File: src/hw/rtl/afrc_pkg.sv
`timescale 1ns / 1ps
package afrc_pkg;

    localparam int MAX_FACTOR = 64;
    localparam int FACTOR_W   = $clog2(MAX_FACTOR + 1);
    localparam int SAMPLE_W   = 32;
    localparam int DIFF_W     = SAMPLE_W + 1;
    localparam int DIV_CNT_W  = $clog2(DIFF_W);
    localparam int FIFO_DEPTH = 2;
    localparam int FIFO_AW    = $clog2(FIFO_DEPTH);

    localparam int CFG_DATA_W = 7;
    localparam int CFG_IDX_W  = 2;

    localparam logic MODE_SPEED_UP  = 1'b0;
    localparam logic MODE_SLOW_DOWN = 1'b1;

    typedef enum logic [CFG_IDX_W-1:0] {
        CFG_MODE     = 2'd0,
        CFG_FACTOR   = 2'd1,
        CFG_CHANNELS = 2'd2,
        CFG_BYTES    = 2'd3
    } t_cfg_idx;

    typedef struct packed {
        logic                mode;
        logic [FACTOR_W-1:0] factor;
        logic                two;
        logic [2:0]          nbytes;
    } t_cfg;

    typedef struct packed {
        logic                interp;
        logic [SAMPLE_W-1:0] cur_l;
        logic [SAMPLE_W-1:0] cur_r;
        logic [SAMPLE_W-1:0] prev_l;
        logic [SAMPLE_W-1:0] prev_r;
        logic [FACTOR_W-1:0] factor;
    } t_cmd;

    typedef struct packed {
        logic full;
        logic empty;
    } t_fifo_stat;

    typedef struct packed {
        logic interp_run;
        logic cmd_interp;
    } t_back_stat;

    typedef enum logic [1:0] {
        BK_IDLE,
        BK_DIV,
        BK_INTERP,
        BK_LAST
    } t_back_state;

    // sign-extend the low nb bytes of a big-endian sample word
    function automatic logic [SAMPLE_W-1:0] sext_bytes(input logic [SAMPLE_W-1:0] raw,
                                                       input logic [2:0] nb);
        logic [SAMPLE_W-1:0] res;
        unique case (nb)
            3'd1:    res = {{24{raw[7]}}, raw[7:0]};
            3'd2:    res = {{16{raw[15]}}, raw[15:0]};
            3'd3:    res = {{8{raw[23]}}, raw[23:0]};
            default: res = raw;
        endcase
        return res;
    endfunction

endpackage

File: src/hw/rtl/afrc_front.sv
`timescale 1ns / 1ps
module afrc_front
    import afrc_pkg::*;
(
    input  logic                i_clk,
    input  logic                i_rst_n,
    input  t_cfg                i_cfg,
    input  logic                i_valid,
    input  logic                i_full,
    input  logic [SAMPLE_W-1:0] i_sample_left,
    input  logic [SAMPLE_W-1:0] i_sample_right,
    input  logic                i_stream_start,
    output logic                o_push,
    output t_cmd                o_cmd
);

    logic [FACTOR_W-1:0] r_phase, n_phase;
    logic [SAMPLE_W-1:0] r_prev_l, r_prev_r;
    logic                w_acc;
    logic [SAMPLE_W-1:0] w_cl, w_cr;
    logic [FACTOR_W-1:0] w_inc;

    always_comb begin
        w_acc   = i_valid & ~i_full;
        w_cl    = sext_bytes(i_sample_left, i_cfg.nbytes);
        w_cr    = i_cfg.two ? sext_bytes(i_sample_right, i_cfg.nbytes) : '0;
        w_inc   = r_phase + FACTOR_W'(1);
        n_phase = r_phase;
        o_push  = 1'b0;

        o_cmd.interp = 1'b0;
        o_cmd.cur_l  = w_cl;
        o_cmd.cur_r  = w_cr;
        o_cmd.prev_l = r_prev_l;
        // one channel: right lane interpolates zero to zero
        o_cmd.prev_r = i_cfg.two ? r_prev_r : '0;
        o_cmd.factor = i_cfg.factor;

        if (w_acc) begin
            if (i_stream_start) begin
                n_phase = '0;
                o_push  = 1'b1;
            end else if (i_cfg.mode == MODE_SPEED_UP) begin
                if (w_inc >= i_cfg.factor) begin
                    n_phase = '0;
                    o_push  = 1'b1;
                end else begin
                    n_phase = w_inc;
                end
            end else begin
                n_phase      = '0;
                o_push       = 1'b1;
                o_cmd.interp = 1'b1;
            end
        end
    end

    always_ff @(posedge i_clk) begin
        if (!i_rst_n) begin
            r_phase  <= '0;
            r_prev_l <= '0;
            r_prev_r <= '0;
        end else begin
            r_phase <= n_phase;
            if (w_acc) begin
                r_prev_l <= w_cl;
                r_prev_r <= w_cr;
            end
        end
    end

endmodule

File: src/hw/rtl/afrc_fifo.sv
`timescale 1ns / 1ps
module afrc_fifo
    import afrc_pkg::*;
(
    input  logic       i_clk,
    input  logic       i_rst_n,
    input  logic       i_push,
    input  t_cmd       i_data,
    input  logic       i_pop,
    output t_cmd       o_data,
    output t_fifo_stat o_stat
);

    t_cmd               r_mem [FIFO_DEPTH];
    logic [FIFO_AW-1:0] r_wp, r_rp;
    logic [FIFO_AW:0]   r_cnt;

    assign o_data       = r_mem[r_rp];
    assign o_stat.full  = (r_cnt == (FIFO_AW+1)'(FIFO_DEPTH));
    assign o_stat.empty = (r_cnt == '0);

    always_ff @(posedge i_clk) begin
        if (i_push) begin
            r_mem[r_wp] <= i_data;
        end
    end

    always_ff @(posedge i_clk) begin
        if (!i_rst_n) begin
            r_wp  <= '0;
            r_rp  <= '0;
            r_cnt <= '0;
        end else begin
            if (i_push) begin
                r_wp <= r_wp + FIFO_AW'(1);
            end
            if (i_pop) begin
                r_rp <= r_rp + FIFO_AW'(1);
            end
            if (i_push && !i_pop) begin
                r_cnt <= r_cnt + (FIFO_AW+1)'(1);
            end else if (!i_push && i_pop) begin
                r_cnt <= r_cnt - (FIFO_AW+1)'(1);
            end
        end
    end

endmodule

File: src/hw/rtl/afrc_back.sv
`timescale 1ns / 1ps
module afrc_back
    import afrc_pkg::*;
(
    input  logic                i_clk,
    input  logic                i_rst_n,
    input  t_cmd                i_cmd,
    input  logic                i_cmd_valid,
    output logic                o_pop,
    input  logic                i_ready,
    output logic                o_valid,
    output logic [SAMPLE_W-1:0] o_left,
    output logic [SAMPLE_W-1:0] o_right,
    output logic                o_last,
    output t_back_stat          o_stat
);

    t_back_state r_state, n_state;
    t_cmd        r_cmd;

    // per-lane divider and interpolation accumulators
    logic                 r_neg [2];
    logic [DIFF_W-1:0]    r_dvd [2];
    logic [FACTOR_W-1:0]  r_rem [2];
    logic [DIFF_W-1:0]    r_q   [2];
    logic [FACTOR_W-1:0]  r_r   [2];
    logic [DIV_CNT_W-1:0] r_cnt;
    logic [FACTOR_W-1:0]  r_j;

    logic                r_ovalid;
    logic [SAMPLE_W-1:0] r_out [2];
    logic                r_olast;

    logic                w_adv;
    logic [SAMPLE_W-1:0] w_cur  [2];
    logic [SAMPLE_W-1:0] w_prev [2];
    logic [SAMPLE_W-1:0] w_icur [2];
    logic [SAMPLE_W-1:0] w_iprev[2];
    logic [DIFF_W-1:0]   w_diff [2];
    logic [DIFF_W-1:0]   w_mag  [2];
    logic [FACTOR_W:0]   w_rsh  [2];
    logic                w_qbit [2];
    logic [FACTOR_W-1:0] w_nrem [2];
    logic [DIFF_W-1:0]   w_ndvd [2];
    logic [FACTOR_W:0]   w_rsum [2];
    logic                w_wrap [2];
    logic [DIFF_W-1:0]   w_off  [2];
    logic [SAMPLE_W-1:0] w_ival [2];
    logic                w_load_cmd, w_div_run, w_div_done, w_emit_i, w_emit_last;

    assign w_adv = ~r_ovalid | i_ready;

    always_comb begin
        w_cur[0]   = r_cmd.cur_l;
        w_cur[1]   = r_cmd.cur_r;
        w_prev[0]  = r_cmd.prev_l;
        w_prev[1]  = r_cmd.prev_r;
        w_icur[0]  = i_cmd.cur_l;
        w_icur[1]  = i_cmd.cur_r;
        w_iprev[0] = i_cmd.prev_l;
        w_iprev[1] = i_cmd.prev_r;
        for (int c = 0; c < 2; c++) begin
            w_diff[c] = {w_icur[c][SAMPLE_W-1], w_icur[c]}
                      - {w_iprev[c][SAMPLE_W-1], w_iprev[c]};
            w_mag[c]  = w_diff[c][DIFF_W-1] ? (~w_diff[c] + DIFF_W'(1)) : w_diff[c];

            // restoring divide, one quotient bit per cycle
            w_rsh[c]  = {r_rem[c], r_dvd[c][DIFF_W-1]};
            w_qbit[c] = (w_rsh[c] >= {1'b0, r_cmd.factor});
            w_nrem[c] = w_qbit[c] ? FACTOR_W'(w_rsh[c] - {1'b0, r_cmd.factor})
                                  : w_rsh[c][FACTOR_W-1:0];
            w_ndvd[c] = {r_dvd[c][DIFF_W-2:0], w_qbit[c]};

            // step from |d|*j/f to |d|*(j+1)/f
            w_rsum[c] = {1'b0, r_r[c]} + {1'b0, r_rem[c]};
            w_wrap[c] = (w_rsum[c] >= {1'b0, r_cmd.factor});

            // quotient truncates toward zero, so apply the sign after dividing
            w_off[c]  = r_neg[c] ? (~r_q[c] + DIFF_W'(1)) : r_q[c];
            w_ival[c] = w_prev[c] + w_off[c][SAMPLE_W-1:0];
        end
    end

    always_comb begin
        n_state     = r_state;
        w_load_cmd  = 1'b0;
        w_div_run   = 1'b0;
        w_div_done  = 1'b0;
        w_emit_i    = 1'b0;
        w_emit_last = 1'b0;
        unique case (r_state)
            BK_IDLE: begin
                if (i_cmd_valid) begin
                    w_load_cmd = 1'b1;
                    if (i_cmd.interp && (i_cmd.factor != FACTOR_W'(1))) begin
                        n_state = BK_DIV;
                    end else begin
                        n_state = BK_LAST;
                    end
                end
            end
            BK_DIV: begin
                w_div_run = 1'b1;
                if (r_cnt == DIV_CNT_W'(DIFF_W - 1)) begin
                    w_div_done = 1'b1;
                    n_state    = BK_INTERP;
                end
            end
            BK_INTERP: begin
                if (w_adv) begin
                    w_emit_i = 1'b1;
                    if (r_j == r_cmd.factor - FACTOR_W'(1)) begin
                        n_state = BK_LAST;
                    end
                end
            end
            BK_LAST: begin
                if (w_adv) begin
                    w_emit_last = 1'b1;
                    n_state     = BK_IDLE;
                end
            end
            default: n_state = BK_IDLE;
        endcase
    end

    assign o_pop = w_load_cmd;

    always_ff @(posedge i_clk) begin
        if (!i_rst_n) begin
            r_state  <= BK_IDLE;
            r_ovalid <= 1'b0;
        end else begin
            r_state  <= n_state;
            r_ovalid <= (r_ovalid & ~i_ready) | w_emit_i | w_emit_last;
        end
    end

    always_ff @(posedge i_clk) begin
        if (w_load_cmd) begin
            r_cmd <= i_cmd;
            r_cnt <= '0;
            r_j   <= FACTOR_W'(1);
            for (int c = 0; c < 2; c++) begin
                r_neg[c] <= w_diff[c][DIFF_W-1];
                r_dvd[c] <= w_mag[c];
                r_rem[c] <= '0;
            end
        end
        if (w_div_run) begin
            r_cnt <= r_cnt + DIV_CNT_W'(1);
            for (int c = 0; c < 2; c++) begin
                r_dvd[c] <= w_ndvd[c];
                r_rem[c] <= w_nrem[c];
                if (w_div_done) begin
                    r_q[c] <= w_ndvd[c];
                    r_r[c] <= w_nrem[c];
                end
            end
        end
        if (w_emit_i) begin
            r_j <= r_j + FACTOR_W'(1);
            for (int c = 0; c < 2; c++) begin
                r_out[c] <= w_ival[c];
                if (w_wrap[c]) begin
                    r_r[c] <= FACTOR_W'(w_rsum[c] - {1'b0, r_cmd.factor});
                    r_q[c] <= r_q[c] + r_dvd[c] + DIFF_W'(1);
                end else begin
                    r_r[c] <= w_rsum[c][FACTOR_W-1:0];
                    r_q[c] <= r_q[c] + r_dvd[c];
                end
            end
            r_olast <= 1'b0;
        end
        if (w_emit_last) begin
            r_out[0] <= w_cur[0];
            r_out[1] <= w_cur[1];
            r_olast  <= 1'b1;
        end
    end

    assign o_valid = r_ovalid;
    assign o_left  = r_out[0];
    assign o_right = r_out[1];
    assign o_last  = r_olast;

    assign o_stat.interp_run = (r_state == BK_DIV) || (r_state == BK_INTERP);
    assign o_stat.cmd_interp = r_cmd.interp;

endmodule

File: src/hw/rtl/audio_frame_rate_changer_core.sv
// flow: a passed frame is queued, loaded by the back end and registered to the output;
//   a slow-down frame above factor one first divides |cur - prev| by the factor in a
//   restoring divider, then gives one result per cycle within a run while i_ready holds;
//   the back end takes a new frame only when idle; skipped frames are never queued
// reset: synchronous active-low i_rst_n clears registers to mode 0, factor 1,
//   one channel, 2-byte samples, previous frame and phase zero, queue empty
`timescale 1ns / 1ps
module audio_frame_rate_changer_core
    import afrc_pkg::*;
(
    input  logic                  i_clk,
    input  logic                  i_rst_n,
    input  logic                  i_cfg_wen,
    input  logic [CFG_IDX_W-1:0]  i_cfg_idx,
    input  logic [CFG_DATA_W-1:0] i_cfg_data,
    input  logic                  i_valid,
    output logic                  o_ready,
    input  logic [SAMPLE_W-1:0]   i_sample_left,
    input  logic [SAMPLE_W-1:0]   i_sample_right,
    input  logic                  i_stream_start,
    output logic                  o_valid,
    input  logic                  i_ready,
    output logic [SAMPLE_W-1:0]   o_out_left,
    output logic [SAMPLE_W-1:0]   o_out_right,
    output logic                  o_last_of_run
);

    logic       r_mode;
    logic [6:0] r_factor;
    logic [1:0] r_chan;
    logic [2:0] r_bytes;
    t_cfg       w_cfg;

    logic       w_push, w_pop;
    t_cmd       w_cmd_in, w_cmd_out;
    t_fifo_stat w_fstat;
    t_back_stat w_bstat;

    always_ff @(posedge i_clk) begin
        if (!i_rst_n) begin
            r_mode   <= MODE_SPEED_UP;
            r_factor <= 7'd1;
            r_chan   <= 2'd1;
            r_bytes  <= 3'd2;
        end else if (i_cfg_wen) begin
            unique case (t_cfg_idx'(i_cfg_idx))
                CFG_MODE:     r_mode   <= i_cfg_data[0];
                CFG_FACTOR:   r_factor <= i_cfg_data[6:0];
                CFG_CHANNELS: r_chan   <= i_cfg_data[1:0];
                CFG_BYTES:    r_bytes  <= i_cfg_data[2:0];
                default:      r_mode   <= r_mode;
            endcase
        end
    end

    always_comb begin
        w_cfg.mode = r_mode;
        if (r_factor == 7'd0) begin
            w_cfg.factor = FACTOR_W'(1);
        end else if (32'(r_factor) > MAX_FACTOR) begin
            w_cfg.factor = FACTOR_W'(MAX_FACTOR);
        end else begin
            w_cfg.factor = FACTOR_W'(r_factor);
        end
        w_cfg.two = r_chan[1];
        if (r_bytes == 3'd0) begin
            w_cfg.nbytes = 3'd1;
        end else if (r_bytes > 3'd4) begin
            w_cfg.nbytes = 3'd4;
        end else begin
            w_cfg.nbytes = r_bytes;
        end
    end

    assign o_ready = ~w_fstat.full;

    afrc_front u_front (
        .i_clk          (i_clk),
        .i_rst_n        (i_rst_n),
        .i_cfg          (w_cfg),
        .i_valid        (i_valid),
        .i_full         (w_fstat.full),
        .i_sample_left  (i_sample_left),
        .i_sample_right (i_sample_right),
        .i_stream_start (i_stream_start),
        .o_push         (w_push),
        .o_cmd          (w_cmd_in)
    );

    afrc_fifo u_fifo (
        .i_clk   (i_clk),
        .i_rst_n (i_rst_n),
        .i_push  (w_push),
        .i_data  (w_cmd_in),
        .i_pop   (w_pop),
        .o_data  (w_cmd_out),
        .o_stat  (w_fstat)
    );

    afrc_back u_back (
        .i_clk       (i_clk),
        .i_rst_n     (i_rst_n),
        .i_cmd       (w_cmd_out),
        .i_cmd_valid (~w_fstat.empty),
        .o_pop       (w_pop),
        .i_ready     (i_ready),
        .o_valid     (o_valid),
        .o_left      (o_out_left),
        .o_right     (o_out_right),
        .o_last      (o_last_of_run),
        .o_stat      (w_bstat)
    );

    a_no_push_full: assert property (@(posedge i_clk) disable iff (!i_rst_n)
        w_push |-> !w_fstat.full)
        else $error("queue written while full");

    a_no_pop_empty: assert property (@(posedge i_clk) disable iff (!i_rst_n)
        w_pop |-> !w_fstat.empty)
        else $error("queue read while empty");

    a_interp_cmd: assert property (@(posedge i_clk) disable iff (!i_rst_n)
        w_bstat.interp_run |-> w_bstat.cmd_interp)
        else $error("interpolation running on a pass-through command");

endmodule
File: config.mk
export PLATFORM = sky130hd
export DESIGN_NAME = audio_frame_rate_changer_core
export DESIGN_NICKNAME = d
export VERILOG_FILES = /design/src/hw/rtl/afrc_pkg.sv /design/src/hw/rtl/afrc_front.sv /design/src/hw/rtl/afrc_fifo.sv /design/src/hw/rtl/afrc_back.sv /design/src/hw/rtl/audio_frame_rate_changer_core.sv
export SDC_FILE = /design/constraint.sdc
export NUM_CORES = 2
export LEC_CHECK = 0
export ABC_CLOCK_PERIOD_IN_PS = 22500
export BUFFER_PORTS_ARGS = -buffer_cell sky130_fd_sc_hd__buf_2
export CAP_MARGIN = 20
export CORE_ASPECT_RATIO = 0.6
export CORE_MARGIN = 5
export CORE_UTILIZATION = 60
export CTS_CLUSTER_SIZE = 16
export DETAILED_ROUTE_END_ITERATION = 16
export PLACE_DENSITY = 0.85
export SYNTH_ARGS = -nofsm -noshare
export SYNTH_HDL_FRONTEND = slang
export SYNTH_SLANG_ARGS = --single-unit
File: constraint.sdc
create_clock -name i_clk -period 22.5 [get_ports i_clk]
set_clock_uncertainty 0.1 [all_clocks]
set_input_delay 4.5 -clock i_clk [delete_from_list [all_inputs] [get_ports i_clk]]
set_output_delay 4.5 -clock i_clk [all_outputs]
set_load 0.02 [all_outputs]
== Word level (Yosys, flattened, before mapping) ==
Memories as Yosys holds them, arrays and structs flattened. A register that Yosys moved wholly into a read port is not among the register bits.
Cells that the tools add are included.

* Multiplexer cells: 86
* Bitwise logic cells: 26
* Reductions and logical operators: 18
* Eq/ne operators: 18
* Add/subtract/negate cells: 26
* Order comparisons: 7

{| class="wikitable"
|+ Operators by type and width
! kind !! number
|-
| 33-bit 2-to-1 mux || 8
|-
| 32-bit 2-to-1 mux || 6
|-
| 32-bit case mux with 3 select lines || 2
|-
| 33-bit by 1-bit adder with 33-bit output, second input constant || 4
|-
| 7-bit 2-to-1 mux || 15
|-
| 33-bit adder || 2
|-
| 33-bit inverter || 2
|-
| 32-bit by 32-bit subtractor with 33-bit output || 2
|-
| 32-bit by 1-bit adder with 32-bit output, second input constant || 2
|-
| 32-bit adder || 2
|-
| 32-bit inverter || 2
|-
| 1-bit 2-to-1 mux || 42
|-
| 8-bit by 7-bit >= comparator with 1-bit output || 4
|-
| 7-bit subtractor || 4
|-
| 1-bit bitwise OR || 17
|-
| 7-bit by 7-bit adder with 8-bit output || 2
|-
| 2-bit 2-to-1 mux || 8
|-
| 7-bit by 1-bit adder with 7-bit output, second input constant || 2
|-
| 6-bit 2-to-1 mux || 2
|-
| 2-bit == test, second input constant || 5
|-
| 2-bit by 1-bit inequality test with 1-bit output, second input constant || 4
|-
| 2-bit case mux with 4 select lines || 1
|-
| 2-bit AND reduction || 4
|-
| 7-bit == test || 1
|-
| 24 further kinds || 38
|}

* Logic and storage cells: 208
* Output and inout port bits: 67
* Flip-flop bits (word level): 240
* Memories kept: 7
* Memory bits (writable): 498

{| class="wikitable"
|+ Memories
! name !! depth !! bits a word !! read ports !! clocked after memory_dff !! write ports !! line !! RTL
|-
| u_fifo.r_mem || 2 || 136 || 1 || 1 || 1 || afrc_fifo.sv:14 || <nowiki>t_cmd r_mem [FIFO_DEPTH];</nowiki>
|-
| u_back.r_dvd || 2 || 33 || 2 || 0 || 2 || afrc_back.sv:23 || <nowiki>logic [DIFF_W-1:0] r_dvd [2];</nowiki>
|-
| u_back.r_q || 2 || 33 || 2 || 0 || 2 || afrc_back.sv:25 || <nowiki>logic [DIFF_W-1:0] r_q [2];</nowiki>
|-
| u_back.r_out || 2 || 32 || 2 || 0 || 2 || afrc_back.sv:31 || <nowiki>logic [SAMPLE_W-1:0] r_out [2];</nowiki>
|-
| u_back.r_r || 2 || 7 || 2 || 0 || 2 || afrc_back.sv:26 || <nowiki>logic [FACTOR_W-1:0] r_r [2];</nowiki>
|-
| u_back.r_rem || 2 || 7 || 2 || 0 || 2 || afrc_back.sv:24 || <nowiki>logic [FACTOR_W-1:0] r_rem [2];</nowiki>
|-
| +1 memories || n/a || n/a || n/a || n/a || n/a || n/a ||
|}

== Logic depth before layout (Yosys ltp) ==
* Depth after elaboration: 12
* Mapped depth: 22
* Mapped depth without buffers: 21

== Modules after synthesis ==
Synthesis repeated with hierarchy kept, for this count alone.

* Cell total of the unflattened synthesis: 4196
* Area, all modules: 44704.1 µm²

{| class="wikitable"
|+ Modules (own cells, without submodules)
! module !! instances !! area each (µm²) !! sequential area each (µm²) !! cells an instance
|-
| afrc_back || 1 || 30113.9 || 11280.8 || 3197
|-
| afrc_fifo || 1 || 10179.8 || 8267.9 || 445
|-
| afrc_front || 1 || 3838.7 || 1421.4 || 487
|-
| audio_frame_rate_changer_core || 1 || 571.8 || 240.2 || 67
|}

== Least setup slack after synthesis ==
OpenSTA, ideal clock, no wires.

* Path type: in2reg
* Start point: input i_valid
* End point: memory u_fifo.r_mem[0][0] (netlist bit), enable pin
* Data required time: 21766 ps
* Setup slack: 11163 ps
* Arrival: 10604 ps
* Path buffers: 1
* Cell stages on the path: 4
* Cells stage by stage: and2_1 -> clkbuf_1 -> nand2_1 -> nor2_1

* Word-level cells in the longest chain between the ends: 4

{| class="wikitable"
|+ Ends and longest elaborated chain
! what !! line !! RTL
|-
| start: declaration || audio_frame_rate_changer_core.sv:16 || <nowiki>input logic i_valid,</nowiki>
|-
| 1-bit AND || afrc_front.sv:24 || <nowiki>w_acc = i_valid & ~i_full;</nowiki>
|-
| 1-bit 2-to-1 mux || afrc_front.sv:39 || <nowiki>if (w_acc) begin</nowiki>
|-
| 1-bit 2-to-1 mux || afrc_fifo.sv:23 || <nowiki>if (i_push) begin</nowiki>
|-
| 1-bit 2-to-1 mux (implied by the code) || afrc_fifo.sv:24 || <nowiki>r_mem[r_wp] <= i_data;</nowiki>
|-
| end: declaration || afrc_fifo.sv:14 ||
|}

No other way between the ends.

==> flow_summary.toml <==
[outcome]
status = "complete, no violations"

[worst_setup_path]
cp.required_ns = 22.78
reg2regPathDepth = 14
crit_path_frequent_cell = "o21ai_0"
reg2reg_to = "u_back.r_dvd[0][65]$_DFFE_PP_"
cp-end-kind = "flip-flop"
slowest_stage = "nor4_1"
max_stage_delay_ns = 0.71
start_kind = "input port"
crit_buf_inv = 1
path_cells = "buf_2 > nand2b_1 > nand2_4 > a2111oi_0 > o21ai_0 > o21ai_0 > nor4_1 > nand4_1 > nor4_1 > nand4b_1 > xnor2_1 > o21ai_0"
arrival_ns = 8.29
critPathKind = "in -> reg"
path_max_fanout = 64
rrSetupSlack_ns = 15.93
critPathTopFamily = "simple AND/OR/NAND/NOR gates"

[global_routing]
grt_pass1_vias = 31300
grt_overflow = 0
grt_usage_pct = 30.2
grt_pass1_wl_mm = 185
grt_max_degree = 99
antenna_found_initial = 6

[detailed_routing]
drt_iter0_drc = 5146
avgRoutedWirePerCell_um = 22.9
via_per_inst = 6.41
dr.pass1.iters = 7
num_vias = 34500
ant_nets = 0
drt_wl_total_mm = 123
drc = 0

[sta]
fmax_mhz = 125
tightest_slew_ns = 1.12
period_needed_ns = 8.01
setup_viol = 0
maxSlewViolCount = 0
relSlewSlack_pct = 24.4
hold_viol_final = 0
rsz0062_at_grt = "false"
fin_crit_sh_pct = 35.6
setup_tns_ns = 0

[place]
routabilityCongestion = 0.993
portBuffers = 145
dp.cells = 5246
hpwl_mm = 89.4

[floorplanning]
row_count = 77
die_h_um = 220
coreArea_mm2 = 0.0732
dieArea_mm2 = 0.0791
die_w_um = 360
initial_core_util_pct = 60.2
io_pins = 146

[logic_synthesis]
yosys_warnings = 0
netlist_area_mm2 = 0.0441
ys_types = 88
yosys.cell_count.top_type = "edfxtp_1"
yosys-top-cells-area = "edfxtp_1 (44%), ha_1 (7.2%), xnor2_1 (4.7%), dfxtp_1 (4.2%), nand2_1 (4.1%)"
yosysTopAreaCell = "edfxtp_1"
async_reset_ff_share_pct = 0
synth_fp_nets = 4584
netlist.area_leader.share_pct = 43.9
synthFlopType = "edfxtp_1"
synth-seq-area-share_pct = 48.1
syn_avg_cell_area_um2 = 10.4
ys_top_cells_by_count = "edfxtp_1 (644), nand2_1 (484), a21oi_1 (334)"
syn_inst = 4240
ys_ff_latch = 736
synth_edf_count = 644

[clocking]
tritoncts = "built"
cts_resized = 0
holdBufCountCts = 0
root_buffer = "clkbuf_16"
cts_setup_buffers = 0
cts.path.max_buffers = 3
path_clk_slew_ns = 0.07
cts_buffers = 70
clock-sinks = 736
htree_levels = 3
clock_latency_ns = 0.67

[finish]
finalNetCount = 4680
drive_above_1_share_pct = 10.2
utilization_pct = 65.8
area_delta_synth_final_pct = 9.41
instances_no_fill = 5383

[min_path]
min_delay_worst_endpoint = "u_fifo.r_mem[1][40]$_DFFE_PP_"
hold_depth = 0
worstHoldStart = "u_front.r_prev_l[1]$_SDFFE_PN0P_"
worstHoldPathType = "reg -> reg"

[flow_run]
maxCapViolCount = 0
-- sequential cells by signal, summed over array words and instances, names as in the netlist, 3 cells and up, named ones only --
| register | cells |
|---|---|
| u_back.r_cnt | 6 |
| u_back.r_r | 14 |
| r_bytes | 3 |
| u_back.r_out | 64 |
| u_back.r_dvd | 66 |
| u_back.r_q | 64 |
| u_front.r_phase | 7 |
| u_back.r_rem | 14 |
| u_front.r_prev_l | 32 |
| u_back.r_cmd | 135 |
| u_fifo.r_mem | 272 |
| u_front.r_prev_r | 32 |
| r_factor | 7 |
| u_back.r_j | 7 |
-- per-layer routing --
layer	global-route usage, %	vias to the layer above	wire length (um)
li1	-	15800	-
met1	46.8	16300	53500
met2	37.7	2232	45000
met3	13.8	203	21600
met4	6.59	10	2660
met5	0.980	-	155
-- logic make-up after synthesis --
family,share of synthesized area (%)
simple gates,13.3
compound gates,15.4
flops,48.1
xor+xnor,7.46
buf+inv,2.87
fa+ha+maj,7.73
mux,5.08
-- layout by cell type, fill, tap and decap left out, types with 11 or more instances in the layout --
cell / netlist / final
edfxtp_1: 644 / 644
nand2_1: 484 / 480
a21oi_1: 334 / 334
nor2_1: 268 / 267
o21ai_0: 261 / 259
ha_1: 253 / 252
xnor2_1: 238 / 238
inv_1: 186 / 185
buf_2: 5 / 145
xor2_1: 137 / 137
mux2_2: 117 / 117
a21o_1: 111 / 111
mux2i_1: 92 / 92
dfxtp_1: 92 / 91
clkbuf_16: 0 / 72
nor3_1: 68 / 68
nand3_1: 67 / 67
and2_1: 68 / 66
nor2b_1: 43 / 43
o21a_1: 42 / 41
a211oi_1: 41 / 41
a31oi_1: 37 / 37
nand2b_1: 36 / 36
o31ai_1: 36 / 36
nand4_1: 35 / 35
or3_1: 34 / 34
and3_1: 34 / 33
a21boi_0: 29 / 29
or4_1: 25 / 25
o21bai_1: 24 / 24
nor4_1: 23 / 23
clkbuf_1: 135 / 23
buf_4: 0 / 22
o211ai_1: 18 / 18
o41ai_1: 12 / 12
fa_1: 12 / 12
o2111ai_1: 11 / 11
nor3b_1: 11 / 11
-- how the worst max path moves through the flow --
stage          startpoint                            to  cells past startpoint
2_1_floorplan     i_valid  u_fifo.r_mem[0][0]$_DFFE_PP_                      4
3_3_place_gp      i_ready   u_back.r_q[0][26]$_DFFE_PP_                     12
5_1_grt           i_ready   u_back.r_q[0][26]$_DFFE_PP_                     12
3_5_place_dp      i_ready   u_back.r_q[0][26]$_DFFE_PP_                     12
6_report          i_ready   u_back.r_q[0][26]$_DFFE_PP_                     12
4_1_cts           i_ready   u_back.r_q[0][26]$_DFFE_PP_                     12
-- layout make-up --
class                   count  area [um2]
diodes                      3        7.51
clock buffers             101        1970
clock inverters            28         479
fillers                  5373       25000
inverters                 188         711
multi-input cells        3169       21700
flip-flops and latches    736       21200
well taps                 987        1230
repair buffers            171         936
-- per-stage QoR --
stage,instance area (um2),hold slack (ns),setup WS (ns)
2_1_floorplan,44100,0.325,11.16
3_3_place_gp,45700,0.330,14.07
3_5_place_dp,45700,0.335,13.97
4_1_cts,48100,0.337,14.60
5_1_grt,48200,0.353,14.04
6_report,48200,0.331,14.49
Power is left out: the tool's default activity adds up to more than one toggle a clock period on the data nets, which glitch-free logic cannot reach.
